===== config.mk =====
export PLATFORM = sky130hd
export DESIGN_NAME = rgb_to_hsb_converter
export DESIGN_NICKNAME = d
export VERILOG_FILES = /design/src/design/rgbhsb_pkg.sv /design/src/design/rgb_to_hsb_converter.sv
export SDC_FILE = /design/constraint.sdc
export NUM_CORES = 2
export LEC_CHECK = 0
export BUFFER_PORTS_ARGS = -buffer_cell sky130_fd_sc_hd__buf_2
export CAP_MARGIN = 20
export CORE_ASPECT_RATIO = 0.5
export CORE_UTILIZATION = 50
export CTS_CLUSTER_DIAMETER = 50
export DETAILED_ROUTE_END_ITERATION = 10
export PLACE_DENSITY = 0.72
export SLEW_MARGIN = 20
export SYNTH_ARGS = -nofsm -noshare
export SYNTH_HDL_FRONTEND = slang
export SYNTH_SLANG_ARGS = --single-unit

===== constraint.sdc =====
create_clock -name i_clk -period 34.7 [get_ports i_clk]
set_clock_uncertainty 0.15 [all_clocks]
set_input_delay 1.735 -clock i_clk [delete_from_list [all_inputs] [get_ports i_clk]]
set_output_delay 1.735 -clock i_clk [all_outputs]
set_load 0.1 [all_outputs]

===== src/design/rgbhsb_pkg.sv =====
// ----------------------------------------------------------------------------
// rgbhsb_pkg: shared types and constants for the RGB to HSB converter
// Component widths, fraction widths, divider depth and stage words.
// ----------------------------------------------------------------------------
package rgbhsb_pkg;

    localparam int COMP_W     = 8;   // one color component
    localparam int HUE_W      = 16;  // Q0.16 hue
    localparam int FRAC_W     = 17;  // saturation and brightness, 65536 = 1.0
    localparam int QUO_W      = 18;  // one integer bit and 17 fraction bits
    localparam int DIV_STEPS  = QUO_W;
    localparam int HDEN_W     = 11;  // 6 * d, at most 1530
    localparam int REM_W      = 12;  // doubled partial remainder

    typedef enum logic [1:0] {
        SEC_RED   = 2'd0,
        SEC_GREEN = 2'd1,
        SEC_BLUE  = 2'd2
    } t_sector;

    // max, min, winning component and the signed component difference
    typedef struct packed {
        logic [COMP_W-1:0] mx;
        logic [COMP_W-1:0] mn;
        t_sector           sector;
        logic signed [8:0] diff;
    } t_front;

    // two divisions in flight side by side, brightness riding along
    typedef struct packed {
        logic [REM_W-1:0]  hue_rem;
        logic [HDEN_W-1:0] hue_den;
        logic [QUO_W-1:0]  hue_q;
        logic [REM_W-1:0]  sat_rem;
        logic [COMP_W-1:0] sat_den;
        logic [QUO_W-1:0]  sat_q;
        logic [FRAC_W-1:0] bri;
    } t_div_word;

    typedef struct packed {
        logic [HUE_W-1:0]  hue;
        logic [FRAC_W-1:0] sat;
        logic [FRAC_W-1:0] bri;
    } t_result;

    // round(mx * 65536 / 255): 65536/255 = 257 + 1/255, and mx/255 rounds
    // to one exactly when mx >= 128
    function automatic logic [FRAC_W-1:0] bri_of(input logic [COMP_W-1:0] mx);
        logic [FRAC_W-1:0] base;
        base = {1'b0, mx, mx};
        return base + {{(FRAC_W-1){1'b0}}, mx[COMP_W-1]};
    endfunction

endpackage


===== src/design/rgb_to_hsb_converter.sv =====
// ----------------------------------------------------------------------------
// rgb_to_hsb_converter: 8-bit RGB pixel to hue, saturation and brightness
// Pipelined conversion with a one-bit-per-stage restoring divider pair.
// ----------------------------------------------------------------------------
//   channel | direction | handshake           | word
//   --------+-----------+---------------------+---------------------------------
//   pixel   | in        | i_valid / o_ready   | i_red, i_green, i_blue (8b each)
//   hsb     | out       | o_valid / i_ready   | o_hue (16b), o_saturation (17b),
//           |           |                     | o_brightness (17b)
//
// One pixel enters per clock while o_ready is high; each word passes two front
// stages, 18 divider stages (one quotient bit each) and the output register
// before o_valid. Synchronous active-low reset clears every valid bit.
// A stalled output parks one word in a skid register; o_ready drops only while
// that skid register is full, and the whole pipeline holds with it.
// ----------------------------------------------------------------------------
module rgb_to_hsb_converter
    import rgbhsb_pkg::*;
(
    input  logic               i_clk,
    input  logic               i_rst_n,
    input  logic               i_valid,
    output logic               o_ready,
    input  logic [COMP_W-1:0]  i_red,
    input  logic [COMP_W-1:0]  i_green,
    input  logic [COMP_W-1:0]  i_blue,
    output logic               o_valid,
    input  logic               i_ready,
    output logic [HUE_W-1:0]   o_hue,
    output logic [FRAC_W-1:0]  o_saturation,
    output logic [FRAC_W-1:0]  o_brightness
);

    logic      w_adv;
    t_front    n_front;
    t_front    r_front;
    logic      r_front_vld;
    t_div_word n_s2;
    t_div_word r_s2;
    logic      r_s2_vld;
    t_div_word r_dv     [DIV_STEPS];
    logic      r_dv_vld [DIV_STEPS];
    t_div_word n_dv     [DIV_STEPS];
    t_result   w_res;
    t_result   r_out;
    logic      r_out_vld;
    t_result   r_skid;
    logic      r_skid_vld;
    logic      w_take;

    // the pipeline moves whenever the skid register is free
    assign w_adv   = !r_skid_vld;
    assign o_ready = w_adv;
    assign w_take  = !r_out_vld || i_ready;

    // ---------------- stage 1: max, min, sector, difference ----------------
    always_comb begin
        n_front = '0;
        if (i_red >= i_green && i_red >= i_blue) begin
            n_front.sector = SEC_RED;
            n_front.mx     = i_red;
            n_front.diff   = $signed({1'b0, i_green}) - $signed({1'b0, i_blue});
        end else if (i_green >= i_blue) begin
            n_front.sector = SEC_GREEN;
            n_front.mx     = i_green;
            n_front.diff   = $signed({1'b0, i_blue}) - $signed({1'b0, i_red});
        end else begin
            n_front.sector = SEC_BLUE;
            n_front.mx     = i_blue;
            n_front.diff   = $signed({1'b0, i_red}) - $signed({1'b0, i_green});
        end
        if (i_red <= i_green && i_red <= i_blue) begin
            n_front.mn = i_red;
        end else if (i_green <= i_blue) begin
            n_front.mn = i_green;
        end else begin
            n_front.mn = i_blue;
        end
    end

    // ---------------- stage 2: hue numerator, denominators ----------------
    logic [COMP_W-1:0]  w_d;
    logic [HDEN_W-1:0]  w_d6;
    logic signed [11:0] w_off;
    logic signed [11:0] w_n;

    always_comb begin
        w_d  = r_front.mx - r_front.mn;
        w_d6 = ({3'b000, w_d} << 2) + ({3'b000, w_d} << 1);
        case (r_front.sector)
            SEC_RED:   w_off = '0;
            SEC_GREEN: w_off = {3'b000, w_d, 1'b0};
            SEC_BLUE:  w_off = {2'b00, w_d, 2'b00};
            default:   w_off = '0;
        endcase
        w_n = w_off + {{3{r_front.diff[8]}}, r_front.diff};
        if (w_n[11]) begin
            w_n = w_n + {1'b0, w_d6};
        end
        n_s2         = '0;
        n_s2.hue_rem = {1'b0, w_n[HDEN_W-1:0]};
        // a zero denominator only comes with a zero numerator: divide by one
        n_s2.hue_den = (w_d == '0) ? HDEN_W'(1) : w_d6;
        n_s2.sat_rem = {4'b0000, w_d};
        n_s2.sat_den = (r_front.mx == '0) ? COMP_W'(1) : r_front.mx;
        n_s2.bri     = bri_of(r_front.mx);
    end

    // ---------------- divider: one quotient bit per stage ----------------
    for (genvar k = 0; k < DIV_STEPS; k++) begin : g_div
        t_div_word        w_src;
        logic [REM_W-1:0] w_hue_t;
        logic [REM_W-1:0] w_sat_t;
        logic             w_hue_ge;
        logic             w_sat_ge;

        if (k == 0) begin : g_first
            assign w_src   = r_s2;
            assign w_hue_t = w_src.hue_rem;
            assign w_sat_t = w_src.sat_rem;
        end else begin : g_next
            assign w_src   = r_dv[k-1];
            assign w_hue_t = {w_src.hue_rem[REM_W-2:0], 1'b0};
            assign w_sat_t = {w_src.sat_rem[REM_W-2:0], 1'b0};
        end

        always_comb begin
            w_hue_ge        = w_hue_t >= {1'b0, w_src.hue_den};
            w_sat_ge        = w_sat_t >= {4'b0000, w_src.sat_den};
            n_dv[k]         = w_src;
            n_dv[k].hue_rem = w_hue_ge ? w_hue_t - {1'b0, w_src.hue_den} : w_hue_t;
            n_dv[k].sat_rem = w_sat_ge ? w_sat_t - {4'b0000, w_src.sat_den} : w_sat_t;
            n_dv[k].hue_q   = {w_src.hue_q[QUO_W-2:0], w_hue_ge};
            n_dv[k].sat_q   = {w_src.sat_q[QUO_W-2:0], w_sat_ge};
        end
    end

    // ---------------- rounding: half up from one extra quotient bit ----------------
    logic [QUO_W:0] w_hue_inc;
    logic [QUO_W:0] w_sat_inc;

    always_comb begin
        w_hue_inc = {1'b0, r_dv[DIV_STEPS-1].hue_q} + (QUO_W+1)'(1);
        w_sat_inc = {1'b0, r_dv[DIV_STEPS-1].sat_q} + (QUO_W+1)'(1);
        // a hue that rounds to a full turn wraps to zero
        w_res.hue = (w_hue_inc[QUO_W:HUE_W+1] != '0) ? '0 : w_hue_inc[HUE_W:1];
        w_res.sat = w_sat_inc[FRAC_W:1];
        w_res.bri = r_dv[DIV_STEPS-1].bri;
    end

    // ---------------- valid bits ----------------
    always_ff @(posedge i_clk) begin
        if (!i_rst_n) begin
            r_front_vld <= 1'b0;
            r_s2_vld    <= 1'b0;
            for (int k = 0; k < DIV_STEPS; k++) begin
                r_dv_vld[k] <= 1'b0;
            end
            r_out_vld   <= 1'b0;
            r_skid_vld  <= 1'b0;
        end else begin
            if (w_adv) begin
                r_front_vld <= i_valid;
                r_s2_vld    <= r_front_vld;
                r_dv_vld[0] <= r_s2_vld;
                for (int k = 1; k < DIV_STEPS; k++) begin
                    r_dv_vld[k] <= r_dv_vld[k-1];
                end
            end
            if (w_take) begin
                // drain the skid word first; the pipeline held this cycle
                if (r_skid_vld) begin
                    r_out_vld  <= 1'b1;
                    r_skid_vld <= 1'b0;
                end else begin
                    r_out_vld  <= r_dv_vld[DIV_STEPS-1];
                end
            end else if (w_adv && r_dv_vld[DIV_STEPS-1]) begin
                r_skid_vld <= 1'b1;
            end
        end
    end

    // ---------------- payload ----------------
    always_ff @(posedge i_clk) begin
        if (w_adv) begin
            r_front <= n_front;
            r_s2    <= n_s2;
            for (int k = 0; k < DIV_STEPS; k++) begin
                r_dv[k] <= n_dv[k];
            end
        end
        if (w_take) begin
            r_out <= r_skid_vld ? r_skid : w_res;
        end else if (w_adv) begin
            r_skid <= w_res;
        end
    end

    assign o_valid      = r_out_vld;
    assign o_hue        = r_out.hue;
    assign o_saturation = r_out.sat;
    assign o_brightness = r_out.bri;

endmodule


==> results.cfg <==
[clock_tree]
clockBufferDepth = 3
clock-sinks = 1528
cts-hold-fix-buffers = 0
h-tree-depth = 4
cts_setup_buffers = 0
cts_buffers = 140
clock_latency_ns = 0.77
cts_root_buffer = clkbuf_16
cts_tree = built
clk_pin_slew_ns = 0.07
cts.repair.resized = 0

[yosys]
synth_compound_area_frac = 0.0752
synth_top_family_by_area = adder cells
synth_cell_types = 81
synthTopCellsByArea = edfxtp_1, ha_1, inv_1, mux2_2, o21ai_0
synthSimpleGateAreaFrac = 0.0737
synth-async-reset-ratio = 0
ys_seq_area_frac = 0.662
yosysTopAreaCellShare = 0.656
synth_nets = 5431
syn_avg_cell_area_um2 = 13.9
synth_xor_area_frac = 0.0377
synth_fa_ha_area_frac = 0.0850
synthFlopType = edfxtp_1
synth_area_mm2 = 0.0690
yosys.area.top_type = edfxtp_1
yosysWarnings = 0
synth_edf_count = 1507
synth-seq-cells = 1528
synth.mux.area_fraction = 0.0336
syn_inst = 4959

[die]
initial_core_util = 0.509
die_height_um = 265
pin_count = 80
dieWidth_um = 527
core-area_mm2 = 0.136
dieArea_mm2 = 0.140
fp-row-count = 95

[timing]
finalCriticalPeriod_ns = 5.86
max_clock_freq_mhz = 171
fin_setup_tns_ns = 0
rsz0062_at_grt = no
worst_pin_slew_ns = 1.09
setup_viol = 0
min_period_over_period = 0.169
final_hold_viol_count = 0
finalMaxSlewViolations = 0
relSlewSlack = 0.275

[worst_setup_path]
critPathCaptureType = flip-flop
cp-startpoint = r_skid_vld
crit_family = buffers and inverters
cp_cell_sequence = inv_8 > buf_4 > buf_4 > buf_12 > buf_12 > buf_4
critPathSlowestCell = buf_4
arrival_ns = 6.08
cpMostUsedCell = buf_4
setup.worst_path.start_class = flip-flop
r2r-start = r_skid_vld
path_class = reg2reg
required_ns = 34.92
crit_buf_inv = 6
cp_slowest_stage_delay_ns = 0.91
critPathMaxFanout = 207

[finish]
finalInstanceArea_mm2 = 0.0762
drive_gt1_frac = 0.0985
fillers = 10400
area_delta_synth_final_pct = 10.5
final_cell_mix = edfxtp_1, inv_1, ha_1, o21ai_0, nand2_1
antenna_cells = 0
fin_nets = 5601
layout_commonest_cell = edfxtp_1
finalNonFillerCells = 7082

[hold_path]
hold_path.class = reg2reg
worstHoldStart = r_dv[6][8]

[run_status]
outcome = finished clean

[global_routing]
grt_usage = 0.156
grt_pass1_vias = 37500
antenna_found_initial = 0
grt_pass1_wl_mm = 179
grt_max_degree = 208
grt_overflow = 0

[power_and_ir_drop]
leakage_nw = 29.4
total_power_w = 0.00816
power.density_mw_per_mm2 = 107
peakVddDrop_uv = 56.4

[placement]
place.port_buffers = 79
place_congestion = 0.874
placed_area_mm2 = 0.0716
dp_hpwl_mm = 74.8
dp.cells = 6829

[drt]
drt_iter0_markers = 2355
route.vias.total = 36800
drt-total-wl_mm = 108
viasPerCell = 5.20
drc = 0
firstDrtPassIters = 5
drt.antenna.violating_nets = 0
avgRoutedWirePerCell_um = 15.3

[flow_run]
drv_cap = 0
metal layers:
layer,vias up,part of all wire,GRT usage
li1,18400,-,-
met1,17500,0.44,0.191
met2,636,0.50,0.274
met3,191,0.037,0.0277
met4,0,0.027,0.0603
met5,-,0,0
kinds of logic after synthesis:
kind of cell | Yosys count
AOI/OAI and AO/OA | 837
buffers and inverters | 594
adders and majority gates | 444
DFF | 1528
muxes | 211
and+or+nand+nor | 1052
xor gates and xnor gates | 293
Yosys cell counts (29+ instances only):
library cell / instances
nor2b_1: 128
ha_1: 403
nor3_1: 60
a211oi_1: 29
a21o_1: 37
a21boi_0: 47
nand2b_1: 72
nand4_1: 65
xnor2_1: 180
mux2_2: 149
fa_1: 41
nand2_1: 295
mux2i_1: 58
o21a_1: 30
inv_1: 524
edfxtp_1: 1507
xor2_1: 110
o21ai_0: 326
clkbuf_1: 47
nor2_1: 266
a21oi_1: 191
o31ai_1: 60
nand3_1: 58
cell type report:
| type | count | area [um^2] | area share |
|---|---|---|---|
| tap | 1843 | 2310 | 0.0303 |
| multi-input combinational | 2837 | 21100 | 0.277 |
| clock inverter | 90 | 921 | 0.0121 |
| timing repair buffer | 96 | 597 | 0.00783 |
| sequential | 1528 | 45700 | 0.599 |
| clock buffer | 162 | 3650 | 0.0479 |
| inverter | 526 | 1980 | 0.0260 |
worst paths after layout:
| path | slack [ns] | depth (start not counted) | end |
|---|---|---|---|
| worst min register to register | 0.25 | 0 | r_dv[7][8] |
| worst max register to register | 28.84 | 6 | r_dv[2][11] |
| worst min-delay path | 0.25 | 0 | r_dv[7][8] |
| worst max-delay path | 28.84 | 6 | r_dv[2][11] |
state kept, by name, summed over array words and instances, names as in the netlist:
register       flops
r_dv_vld          18
o_valid            1
o_brightness      17
r_dv            1325
o_hue             16
r_front           27
g_div.w_sat_t      8
o_saturation      17
r_skid_vld         1
r_skid            50
g_div.w_src       35
g_div.w_hue_t     11
r_front_vld        1
r_s2_vld           1
power by group:
part | internal [W] | switching (W)
clock network | 0.000860 | 0.000668
logic | 0.00146 | 0.00186
registers | 0.00300 | 0.000307
total | 0.00532 | 0.00283
per-stage QoR:
step | worst slack (ns) | utilization | hold WS (ns)
4_1_cts | 28.86 | 0.562 | 0.251
6_report | 28.84 | 0.562 | 0.251
3_5_place_dp | 28.89 | 0.528 | 0.255
5_1_grt | 28.42 | 0.562 | 0.256
2_1_floorplan | 1.66 | - | 0.250
3_3_place_gp | 29.06 | 0.528 | 0.250
Power figures use the tool's default switching activity.
